==> config.mk <==
export PLATFORM = sky130hd
export DESIGN_NAME = bmpu_unpack
export DESIGN_NICKNAME = d
export VERILOG_FILES = /design/src/rtl/core/bmpu_pkg.sv /design/src/rtl/core/bmpu_unpack.sv
export SDC_FILE = /design/constraint.sdc
export NUM_CORES = 1
export LEC_CHECK = 0
export ABC_AREA = 1
export BUFFER_PORTS_ARGS = -buffer_cell sky130_fd_sc_hd__buf_2
export CAP_MARGIN = 25
export CELL_PAD_IN_SITES_DETAIL_PLACEMENT = 1
export CELL_PAD_IN_SITES_GLOBAL_PLACEMENT = 1
export CORE_MARGIN = 4
export CORE_UTILIZATION = 42
export CTS_CLUSTER_DIAMETER = 60
export DETAILED_ROUTE_END_ITERATION = 16
export GPL_TIMING_DRIVEN = 1
export PLACE_DENSITY_LB_ADDON = 0.1
export SYNTH_ARGS = -nofsm -noshare
export SYNTH_HDL_FRONTEND = slang
export SYNTH_SLANG_ARGS = --single-unit
==> constraint.sdc <==
create_clock -name clk_i -period 5.2 [get_ports clk_i]
set_clock_uncertainty 0.1 [all_clocks]
set_input_delay 1.04 -clock clk_i [delete_from_list [all_inputs] [get_ports clk_i]]
set_output_delay 1.04 -clock clk_i [all_outputs]
set_load 0.03 [all_outputs]
==> src/rtl/core/bmpu_pkg.sv <==
package bmpu_pkg;

  localparam int unsigned MaxWidthDefault   = 4096;
  localparam int unsigned TableDepthDefault = 256;
  localparam int unsigned CfgIdxW           = 1;
  localparam int unsigned CfgDataW          = 13;

  typedef enum logic [0:0] {
    OpPalette = 1'b0,
    OpData    = 1'b1
  } op_e;

  typedef enum logic [CfgIdxW-1:0] {
    CfgPixelFormat = 1'b0,
    CfgRowWidth    = 1'b1
  } cfg_idx_e;

  typedef enum logic [2:0] {
    Fmt1Bpp  = 3'd0,
    Fmt4Bpp  = 3'd1,
    Fmt8Bpp  = 3'd2,
    Fmt24Bpp = 3'd3,
    Fmt32Bpp = 3'd4
  } fmt_e;

  localparam fmt_e                FmtReset      = Fmt8Bpp;
  localparam logic [CfgDataW-1:0] RowWidthReset = 13'd1024;
  localparam logic [7:0]          AlphaOpaque   = 8'hff;

  typedef struct packed {
    logic       opcode;
    logic [7:0] palette_index;
    logic [7:0] palette_red;
    logic [7:0] palette_green;
    logic [7:0] palette_blue;
    logic [7:0] data_byte;
  } in_item_t;

  typedef struct packed {
    logic [7:0] red;
    logic [7:0] green;
    logic [7:0] blue;
    logic [7:0] alpha;
    logic       row_end;
    logic       last_of_run;
  } out_item_t;

  typedef struct packed {
    logic        fire;
    logic        use_table;
    logic [7:0]  idx;
    logic [23:0] rgb;
    logic        row_end;
    logic        last;
  } pix_req_t;

  typedef struct packed {
    logic        we;
    logic [7:0]  idx;
    logic [23:0] rgb;
  } pal_wr_t;

  function automatic fmt_e decode_fmt(logic [2:0] raw);
    fmt_e f;
    unique case (raw)
      Fmt1Bpp:  f = Fmt1Bpp;
      Fmt4Bpp:  f = Fmt4Bpp;
      Fmt24Bpp: f = Fmt24Bpp;
      Fmt32Bpp: f = Fmt32Bpp;
      default:  f = Fmt8Bpp;
    endcase
    return f;
  endfunction

endpackage

==> src/rtl/core/bmpu_unpack.sv <==
module bmpu_unpack #(
  parameter int unsigned MAX_WIDTH = bmpu_pkg::MaxWidthDefault
) (
  input  logic                            clk_i,
  input  logic                            rst_ni,
  input  logic                            in_valid_i,
  output logic                            in_ready_o,
  input  bmpu_pkg::in_item_t              in_data_i,
  input  logic                            cfg_we_i,
  input  logic [bmpu_pkg::CfgIdxW-1:0]    cfg_idx_i,
  input  logic [bmpu_pkg::CfgDataW-1:0]   cfg_data_i,
  input  logic                            out_free_i,
  output bmpu_pkg::pix_req_t              req_o,
  output bmpu_pkg::pal_wr_t               pal_wr_o
);

  localparam int unsigned PixW  = $clog2(MAX_WIDTH + 1);
  localparam int unsigned ByteW = PixW + 2;
  localparam int unsigned BitsW = PixW + 5;

  function automatic logic [PixW-1:0] eff_width_f(logic [bmpu_pkg::CfgDataW-1:0] w);
    logic [PixW-1:0] r;
    if (w == '0) begin
      r = PixW'(1);
    end else if (32'(w) > MAX_WIDTH) begin
      r = PixW'(MAX_WIDTH);
    end else begin
      r = PixW'(w);
    end
    return r;
  endfunction

  function automatic logic [ByteW-1:0] row_bytes_f(bmpu_pkg::fmt_e fmt, logic [PixW-1:0] w);
    logic [BitsW-1:0] wx;
    logic [BitsW-1:0] bits;
    logic [BitsW-1:0] rnd;
    wx = BitsW'(w);
    case (fmt)
      bmpu_pkg::Fmt1Bpp:  bits = wx;
      bmpu_pkg::Fmt4Bpp:  bits = wx << 2;
      bmpu_pkg::Fmt24Bpp: bits = (wx << 4) + (wx << 3);
      bmpu_pkg::Fmt32Bpp: bits = wx << 5;
      default:            bits = wx << 3;
    endcase
    rnd = bits + BitsW'(31);
    return {rnd[BitsW-1:5], 2'b00};
  endfunction

  bmpu_pkg::fmt_e     fmt_q;
  logic [PixW-1:0]    effw_q;
  logic [ByteW-1:0]   row_bytes_q;

  logic               hold_q;
  bmpu_pkg::in_item_t item_q;

  logic [PixW-1:0]    pix_q, pix_d;
  logic [ByteW-1:0]   byte_q, byte_d;
  logic [2:0]         sub_q, sub_d;
  logic [1:0]         phase_q, phase_d;
  logic [15:0]        part_q, part_d;

  logic               is_data;
  logic               rgb_mode;
  logic               has_pix;
  logic               row_end;
  logic               last_sub;
  logic               emit;
  logic               byte_last;
  logic               step;
  logic [7:0]         idx;
  logic [ByteW-1:0]   byte_inc;
  logic [7:0]         b;

  always_ff @(posedge clk_i or negedge rst_ni) begin
    if (!rst_ni) begin
      fmt_q       <= bmpu_pkg::FmtReset;
      effw_q      <= eff_width_f(bmpu_pkg::RowWidthReset);
      row_bytes_q <= row_bytes_f(bmpu_pkg::FmtReset, eff_width_f(bmpu_pkg::RowWidthReset));
    end else begin
      row_bytes_q <= row_bytes_f(fmt_q, effw_q);
      if (cfg_we_i) begin
        unique case (cfg_idx_i)
          bmpu_pkg::CfgPixelFormat: fmt_q  <= bmpu_pkg::decode_fmt(cfg_data_i[2:0]);
          bmpu_pkg::CfgRowWidth:    effw_q <= eff_width_f(cfg_data_i);
          default: ;
        endcase
      end
    end
  end

  assign b        = item_q.data_byte;
  assign is_data  = item_q.opcode == bmpu_pkg::OpData;
  assign has_pix  = pix_q < effw_q;
  assign row_end  = (pix_q + PixW'(1)) == effw_q;
  assign byte_inc = byte_q + ByteW'(1);

  always_comb begin
    rgb_mode = 1'b0;
    last_sub = 1'b1;
    idx      = b;
    case (fmt_q)
      bmpu_pkg::Fmt1Bpp: begin
        idx      = {7'd0, b[3'd7 - sub_q]};
        last_sub = sub_q == 3'd7;
      end
      bmpu_pkg::Fmt4Bpp: begin
        idx      = sub_q[0] ? {4'd0, b[3:0]} : {4'd0, b[7:4]};
        last_sub = sub_q[0];
      end
      bmpu_pkg::Fmt24Bpp, bmpu_pkg::Fmt32Bpp: begin
        rgb_mode = 1'b1;
      end
      default: ;
    endcase
  end

  always_comb begin
    if (!is_data) begin
      emit      = 1'b0;
      byte_last = 1'b1;
    end else if (rgb_mode) begin
      emit      = (phase_q == 2'd2) && has_pix;
      byte_last = 1'b1;
    end else begin
      emit      = has_pix;
      byte_last = !has_pix || last_sub || row_end;
    end
  end

  assign step       = hold_q && (!emit || out_free_i);
  assign in_ready_o = !hold_q || (step && byte_last);

  always_comb begin
    req_o.fire      = step && emit;
    req_o.use_table = !rgb_mode;
    req_o.idx       = idx;
    req_o.rgb       = {b, part_q};
    req_o.row_end   = row_end;
    req_o.last      = rgb_mode || byte_last;
  end

  always_comb begin
    pal_wr_o.we  = step && !is_data;
    pal_wr_o.idx = item_q.palette_index;
    pal_wr_o.rgb = {item_q.palette_red, item_q.palette_green, item_q.palette_blue};
  end

  always_ff @(posedge clk_i or negedge rst_ni) begin
    if (!rst_ni) begin
      hold_q <= 1'b0;
    end else if (in_ready_o) begin
      hold_q <= in_valid_i;
    end
  end

  always_ff @(posedge clk_i) begin
    if (in_valid_i && in_ready_o) begin
      item_q <= in_data_i;
    end
  end

  always_comb begin
    pix_d   = pix_q;
    byte_d  = byte_q;
    sub_d   = sub_q;
    phase_d = phase_q;
    part_d  = part_q;
    if (step && is_data) begin
      if (emit) begin
        pix_d = pix_q + PixW'(1);
      end
      if (rgb_mode) begin
        case (phase_q)
          2'd0:    part_d = {8'h00, b};
          2'd1:    part_d = {b, part_q[7:0]};
          default: ;
        endcase
        if (fmt_q == bmpu_pkg::Fmt24Bpp && phase_q == 2'd2) begin
          phase_d = 2'd0;
        end else begin
          phase_d = phase_q + 2'd1;
        end
      end else begin
        sub_d = byte_last ? 3'd0 : sub_q + 3'd1;
      end
      if (byte_last) begin
        byte_d = byte_inc;
        if (byte_inc >= row_bytes_q) begin
          pix_d   = '0;
          byte_d  = '0;
          sub_d   = '0;
          phase_d = '0;
          part_d  = '0;
        end
      end
    end
    if (cfg_we_i) begin
      pix_d   = '0;
      byte_d  = '0;
      sub_d   = '0;
      phase_d = '0;
      part_d  = '0;
    end
  end

  always_ff @(posedge clk_i or negedge rst_ni) begin
    if (!rst_ni) begin
      pix_q   <= '0;
      byte_q  <= '0;
      sub_q   <= '0;
      phase_q <= '0;
      part_q  <= '0;
    end else begin
      pix_q   <= pix_d;
      byte_q  <= byte_d;
      sub_q   <= sub_d;
      phase_q <= phase_d;
      part_q  <= part_d;
    end
  end

endmodule

# Word-level counts from Yosys, hierarchy flattened
# Cells that the tools add are included.
[classes]
addsub = 7
order_cmp = 4
n_eq_ne = 10
muxes = 41
bitwise_logic = 1
reduce_logical = 28
[op_table]
columns = ["cell", "n"]
rows = [
  ["$mux 13", 7],
  ["$mux 16", 5],
  ["$pmux 18 s4", 1],
  ["$mux 15", 4],
  ["$pmux 16 s2", 1],
  ["$add 17x16->18", 1],
  ["$add 18x5->18 const B", 1],
  ["$mux 3", 6],
  ["$pmux 8 s2", 1],
  ["$add 15x1->15 const B", 1],
  ["$ge 15x15->1", 1],
  ["$add 13x1->13 const B", 1],
  ["$eq 13x13->1", 1],
  ["$gt 13x13->1 const B", 1],
  ["$logic_not 13->1", 1],
  ["$lt 13x13->1", 1],
  ["$mux 2", 6],
  ["$pmux 3 s4", 1],
  ["$eq 3x3->1 const B", 3],
  ["$logic_and 1x1->1", 8],
  ["$eq 3x1->1 const B", 2],
  ["$eq 3x2->1 const B", 2],
  ["$logic_not 3->1", 2],
  ["$mux 1", 6],
  ["16 further kinds", 27],
]
[totals]
register_bits = 120
out_inout_bits = 70
elab_cells = 106

# Logic depth before layout (Yosys ltp)
[depth]
word_depth = 12
depth_mapped = 19

# Worst setup path before layout
# Ideal clock, no wire load.
[synth_timing]
path_type = "reg-to-reg"
startpoint = "register pix_q[1]"
endpoint = "register item_q, in the netlist b[0] (enable)"
setup_time_ns = 0.453
arrival_ns = 3.939
required_ns = 4.647
setup_slack_ns = 0.708
stages_incl_launch_ff = 16
cell_sequence = "dfrtp_1 > ha_1 > nand2_2 > nor2_4 > nand2_1 > nand2_1 > nand2_1 > nand2_1 > nand2_1 > nor2_1 > nand2_1 > nor2_1 > nand3_2 > nand2_1 > nand3_1 > a21oi_1"
[synth_via]
elab_chain_cells = 10
[synth_rtl]
columns = ["element", "line", "source"]
rows = [
  ["from (decl)", "bmpu_unpack.sv:56", "logic [PixW-1:0] pix_q, pix_d;"],
  ["from (signal assigned)", "bmpu_unpack.sv:214", "pix_q <= pix_d;"],
  ["parallel branches: the longest is 7 deep, another holds $add 13x1->13", "--", ""],
  ["$logic_and 1x1->1 *", "bmpu_unpack.sv:131", "assign in_ready_o = !hold_q || (step && byte_last);"],
  ["$logic_or 1x1->1 *", "bmpu_unpack.sv:131", ""],
  ["$logic_and 1x1->1 *", "bmpu_unpack.sv:157", "if (in_valid_i && in_ready_o) begin"],
  ["to (signal assigned)", "bmpu_unpack.sv:158", "item_q <= in_data_i;"],
  ["to (decl)", "bmpu_unpack.sv:54", "bmpu_pkg::in_item_t item_q;"],
]
# Every way passes the cells marked *.
# A chain may end at the register's enable or synchronous reset.

# Worst setup path in the final report
[layout_timing]
startpoint = "register pix_q[1]"
endpoint = "output in_ready_o"
[layout_via]
elab_chain_cells = 9
[layout_rtl]
columns = ["element", "line", "source"]
rows = [
  ["parallel branches: the longest is 7 deep, another holds $add 13x1->13", "--", ""],
  ["$logic_and 1x1->1 *", "bmpu_unpack.sv:131", ""],
  ["$logic_or 1x1->1 *", "bmpu_unpack.sv:131", ""],
  ["to (decl)", "bmpu_unpack.sv:7", "output logic in_ready_o,"],
]
# Marked as above.

==> flow_summary.yaml <==
status:
  outcome: "finished clean"
sta:
  tightest_slew_ns: 0.753
  fin_crit_sh_pct: 80.4
  setup_ws_ns: 1.02
  whs_ns: 0.410
  tns_ns: 0
  relSlewSlack_pct: 49.7
  fin_crit_ns: 4.18
  fmaxAchievable_ghz: 0.239
  rsz0062_at_grt: "no"
  hold_violations: 0
  finalSetupViolCount: 0
  drv_slew: 0
setup_path:
  cp.depth: 14
  cp-start-kind: "flop"
  critPathKind: "flop to primary output"
  cp-end-kind: "primary output"
  reg2reg_setup_slack_ns: 1.41
  cpMostUsedCell: "nand2_1"
  path_cells: "ha_1 > nand2_2 > nor2_1 > nand2_1 > nand2_1 > nand2_1 > nand2_1 > nand4_1 > nor2_1 > nand3_2 > nand2_1 > nand3_1 > nand2_1 > buf_2"
  r2r_end: "part_q[9]"
  cp_num_buf_inv: 1
  setup.worst_path.end: "in_ready_o"
  worstPathArrival_ns: 3.04
  r2r-start: "byte_q[0]"
  crit_path_top_delay_cell: "dfrtp_1"
  path_max_fanout: 5
  cp_top_family: "simple AND/OR/NAND/NOR gates"
  slowest_delay_ns: 0.44
  r2r_cells: 16
  critPathLaunch: "pix_q[1]"
  required_ns: 4.06
floorplanning:
  die_h_um: 143
  core_area_um2: 18000
  die_w_um: 143
  die_area_um2: 20600
  ios: 130
  rows: 49
  start_util_pct: 42.7
synth:
  synthDistinctLibCells: 44
  syn_area_um2: 7700
  synthTopCellsByArea: "dfrtp_1, edfxtp_1, nand2_1"
  yosysWarningCount: 0
  yosysMostFrequentCell: "nand2_1"
  synth.avg_cell_area_um2: 7.72
  synth_commonest_cells: "nand2_1, inv_1, nor2_1, o21ai_0, dfrtp_1"
  synth_largest_area_cell: "dfrtp_1"
  yosysTopAreaCellShare_pct: 24.7
  synth_edf_count: 41
  syn_inst: 998
  ys_ff_latch: 120
  ys_seq_area_share_pct: 41.7
  synth_flop_cell: "dfrtp_1"
  async_flop_share_pct: 65.8
  synth_nets: 1103
detailed_routing:
  wl_per_cell_um: 17.6
  route.detailed.drc: 0
  first_iter_violations: 288
  postRouteAntennaNets: 0
  dr_total_vias: 7171
  dr.pass1.iters: 4
  vias_per_cell: 5.24
  wl_mm: 24.1
placed_design:
  place_inst: 1337
  dp_hpwl_mm: 18.6
  pre_cts_ws_ns: 1.41
  place_area_um2: 8530
  gp_congestion: 0.897
  portBuffers: 129
clock_tree:
  htreeDepth: 4
  clock-root-buffer: "clkbuf_16"
  path_clk_slew_ns: 0.06
  numCtsBuffers: 17
  cts_resized: 0
  cts.sinks: 120
  postCtsSetupBuffers: 0
  cts_tree: "yes"
  hold_buffers: 0
  cts_buffer_depth: 2
  clk_latency_ns: 0.43
power:
  p_leak_nw: 4.55
  p_per_area_nw_per_um2: 363
  vdd_drop_max_uv: 289
global_routing:
  grt_pass1_wl_mm: 38.9
  antenna_found_initial: 0
  grt_pass1_vias: 7431
  grt_max_degree: 42
  grt_overflow_total: 0
  grt_usage_pct: 24.0
layout:
  multi_input_area_um2: 3890
  num-fill-cells: 2296
  regArea_um2: 3210
  nets: 1232
  diodes: 0
  final_cells: 1369
  drive_above_1_share_pct: 17.7
  area_growth_syn_to_layout_pct: 18.5
  final_area_um2: 9130
min_path:
  hold_class: "flop to flop"
job:
  max_cap_violations: 0
-- worst register-to-register path, delay by kind of cell (launching register included) --
family / cells / cell delay, ns
adder cells (fa/ha/maj): 2 / 0.50
AND/OR/NAND/NOR: 9 / 1.57
flip-flops: 1 / 0.38
AO/OA/AOI/OAI: 4 / 0.99
XOR/XNOR: 1 / 0.20
-- kinds of logic (layout without fill, tap and decap cells) --
family,count (synthesis),count (layout),synth area share [%]
XOR/XNOR,24,24,2.73
buffers and inverters,143,285,7.91
adder cells (fa/ha/maj),45,45,7.41
multiplexers,1,1,0.146
AO/OA/AOI/OAI,159,159,11.3
flip-flops,120,120,41.7
AND/OR/NAND/NOR,506,506,28.8
-- layout by cell type (no fill, tap or decap), drive strengths merged, types with 2 or more instances in the layout --
cell / netlist / routed
nor3: 12 / 12
bufinv: 0 / 2
nand4: 19 / 19
clkinvlp: 0 / 2
clkbuf: 5 / 18
dfrtp: 76 / 76
buf: 16 / 131
o21ai: 91 / 91
nand3b: 9 / 9
dfstp: 3 / 3
inv: 121 / 127
xnor2: 9 / 9
xor2: 15 / 15
ha: 44 / 44
edfxtp: 41 / 41
a22oi: 6 / 6
a211oi: 4 / 4
nor4: 2 / 2
o22ai: 6 / 6
clkinv: 1 / 5
a21oi: 43 / 43
o21bai: 3 / 3
nor2: 98 / 98
nand3: 76 / 76
o211ai: 2 / 2
a221oi: 2 / 2
nand2: 289 / 289
-- worst min-delay path by stage --
stage          startpoint    endpoint  slack, ns  depth (start not counted)
6_report       byte_q[14]  byte_q[14]       0.41                          2
3_5_place_dp   byte_q[14]  byte_q[14]       0.40                          2
2_1_floorplan  byte_q[14]  byte_q[14]       0.37                          2
3_3_place_gp    part_q[2]   part_q[2]       0.39                          2
5_1_grt        byte_q[14]  byte_q[14]       0.45                          2
4_1_cts        byte_q[14]  byte_q[14]       0.42                          2
-- routing by layer --
layer	track usage, %	share of wire [%]
met1	31.4	45
met5	0	0
met4	4.86	1.0
met3	5.99	5.0
met2	40.6	49
-- through the flow --
step           utilization (%)  power [W]
3_3_place_gp              47.2    0.00210
4_1_cts                   50.6    0.00334
3_5_place_dp              47.3    0.00212
5_1_grt                   50.6    0.00351
2_1_floorplan                -    0.00184
6_report                  50.6    0.00331
-- state kept, by name, indices dropped and copies added, names as in the netlist --
signal	count
sub_q	3
is_data	1
fmt_q	3
hold_q	1
effw_q	13
pal_wr_o	32
row_bytes_q	13
pix_q	13
b	8
phase_q	2
part_q	16
byte_q	15
-- where the power goes --
part           leakage, nW  switching [W]  internal [W]
clock network        0.284       0.000484      0.000719
registers             1.44      0.0000988       0.00110
logic                 2.83       0.000633      0.000276
-- layout make-up --
type	count	share of cell area, %
clock buffer	18	4.70
clock inverter	14	1.81
inverter	122	5.02
multi-input combinational	735	42.7
sequential	120	35.2
tap	229	3.14
timing repair buffer	131	7.49
(Power assumes the default switching activity.)
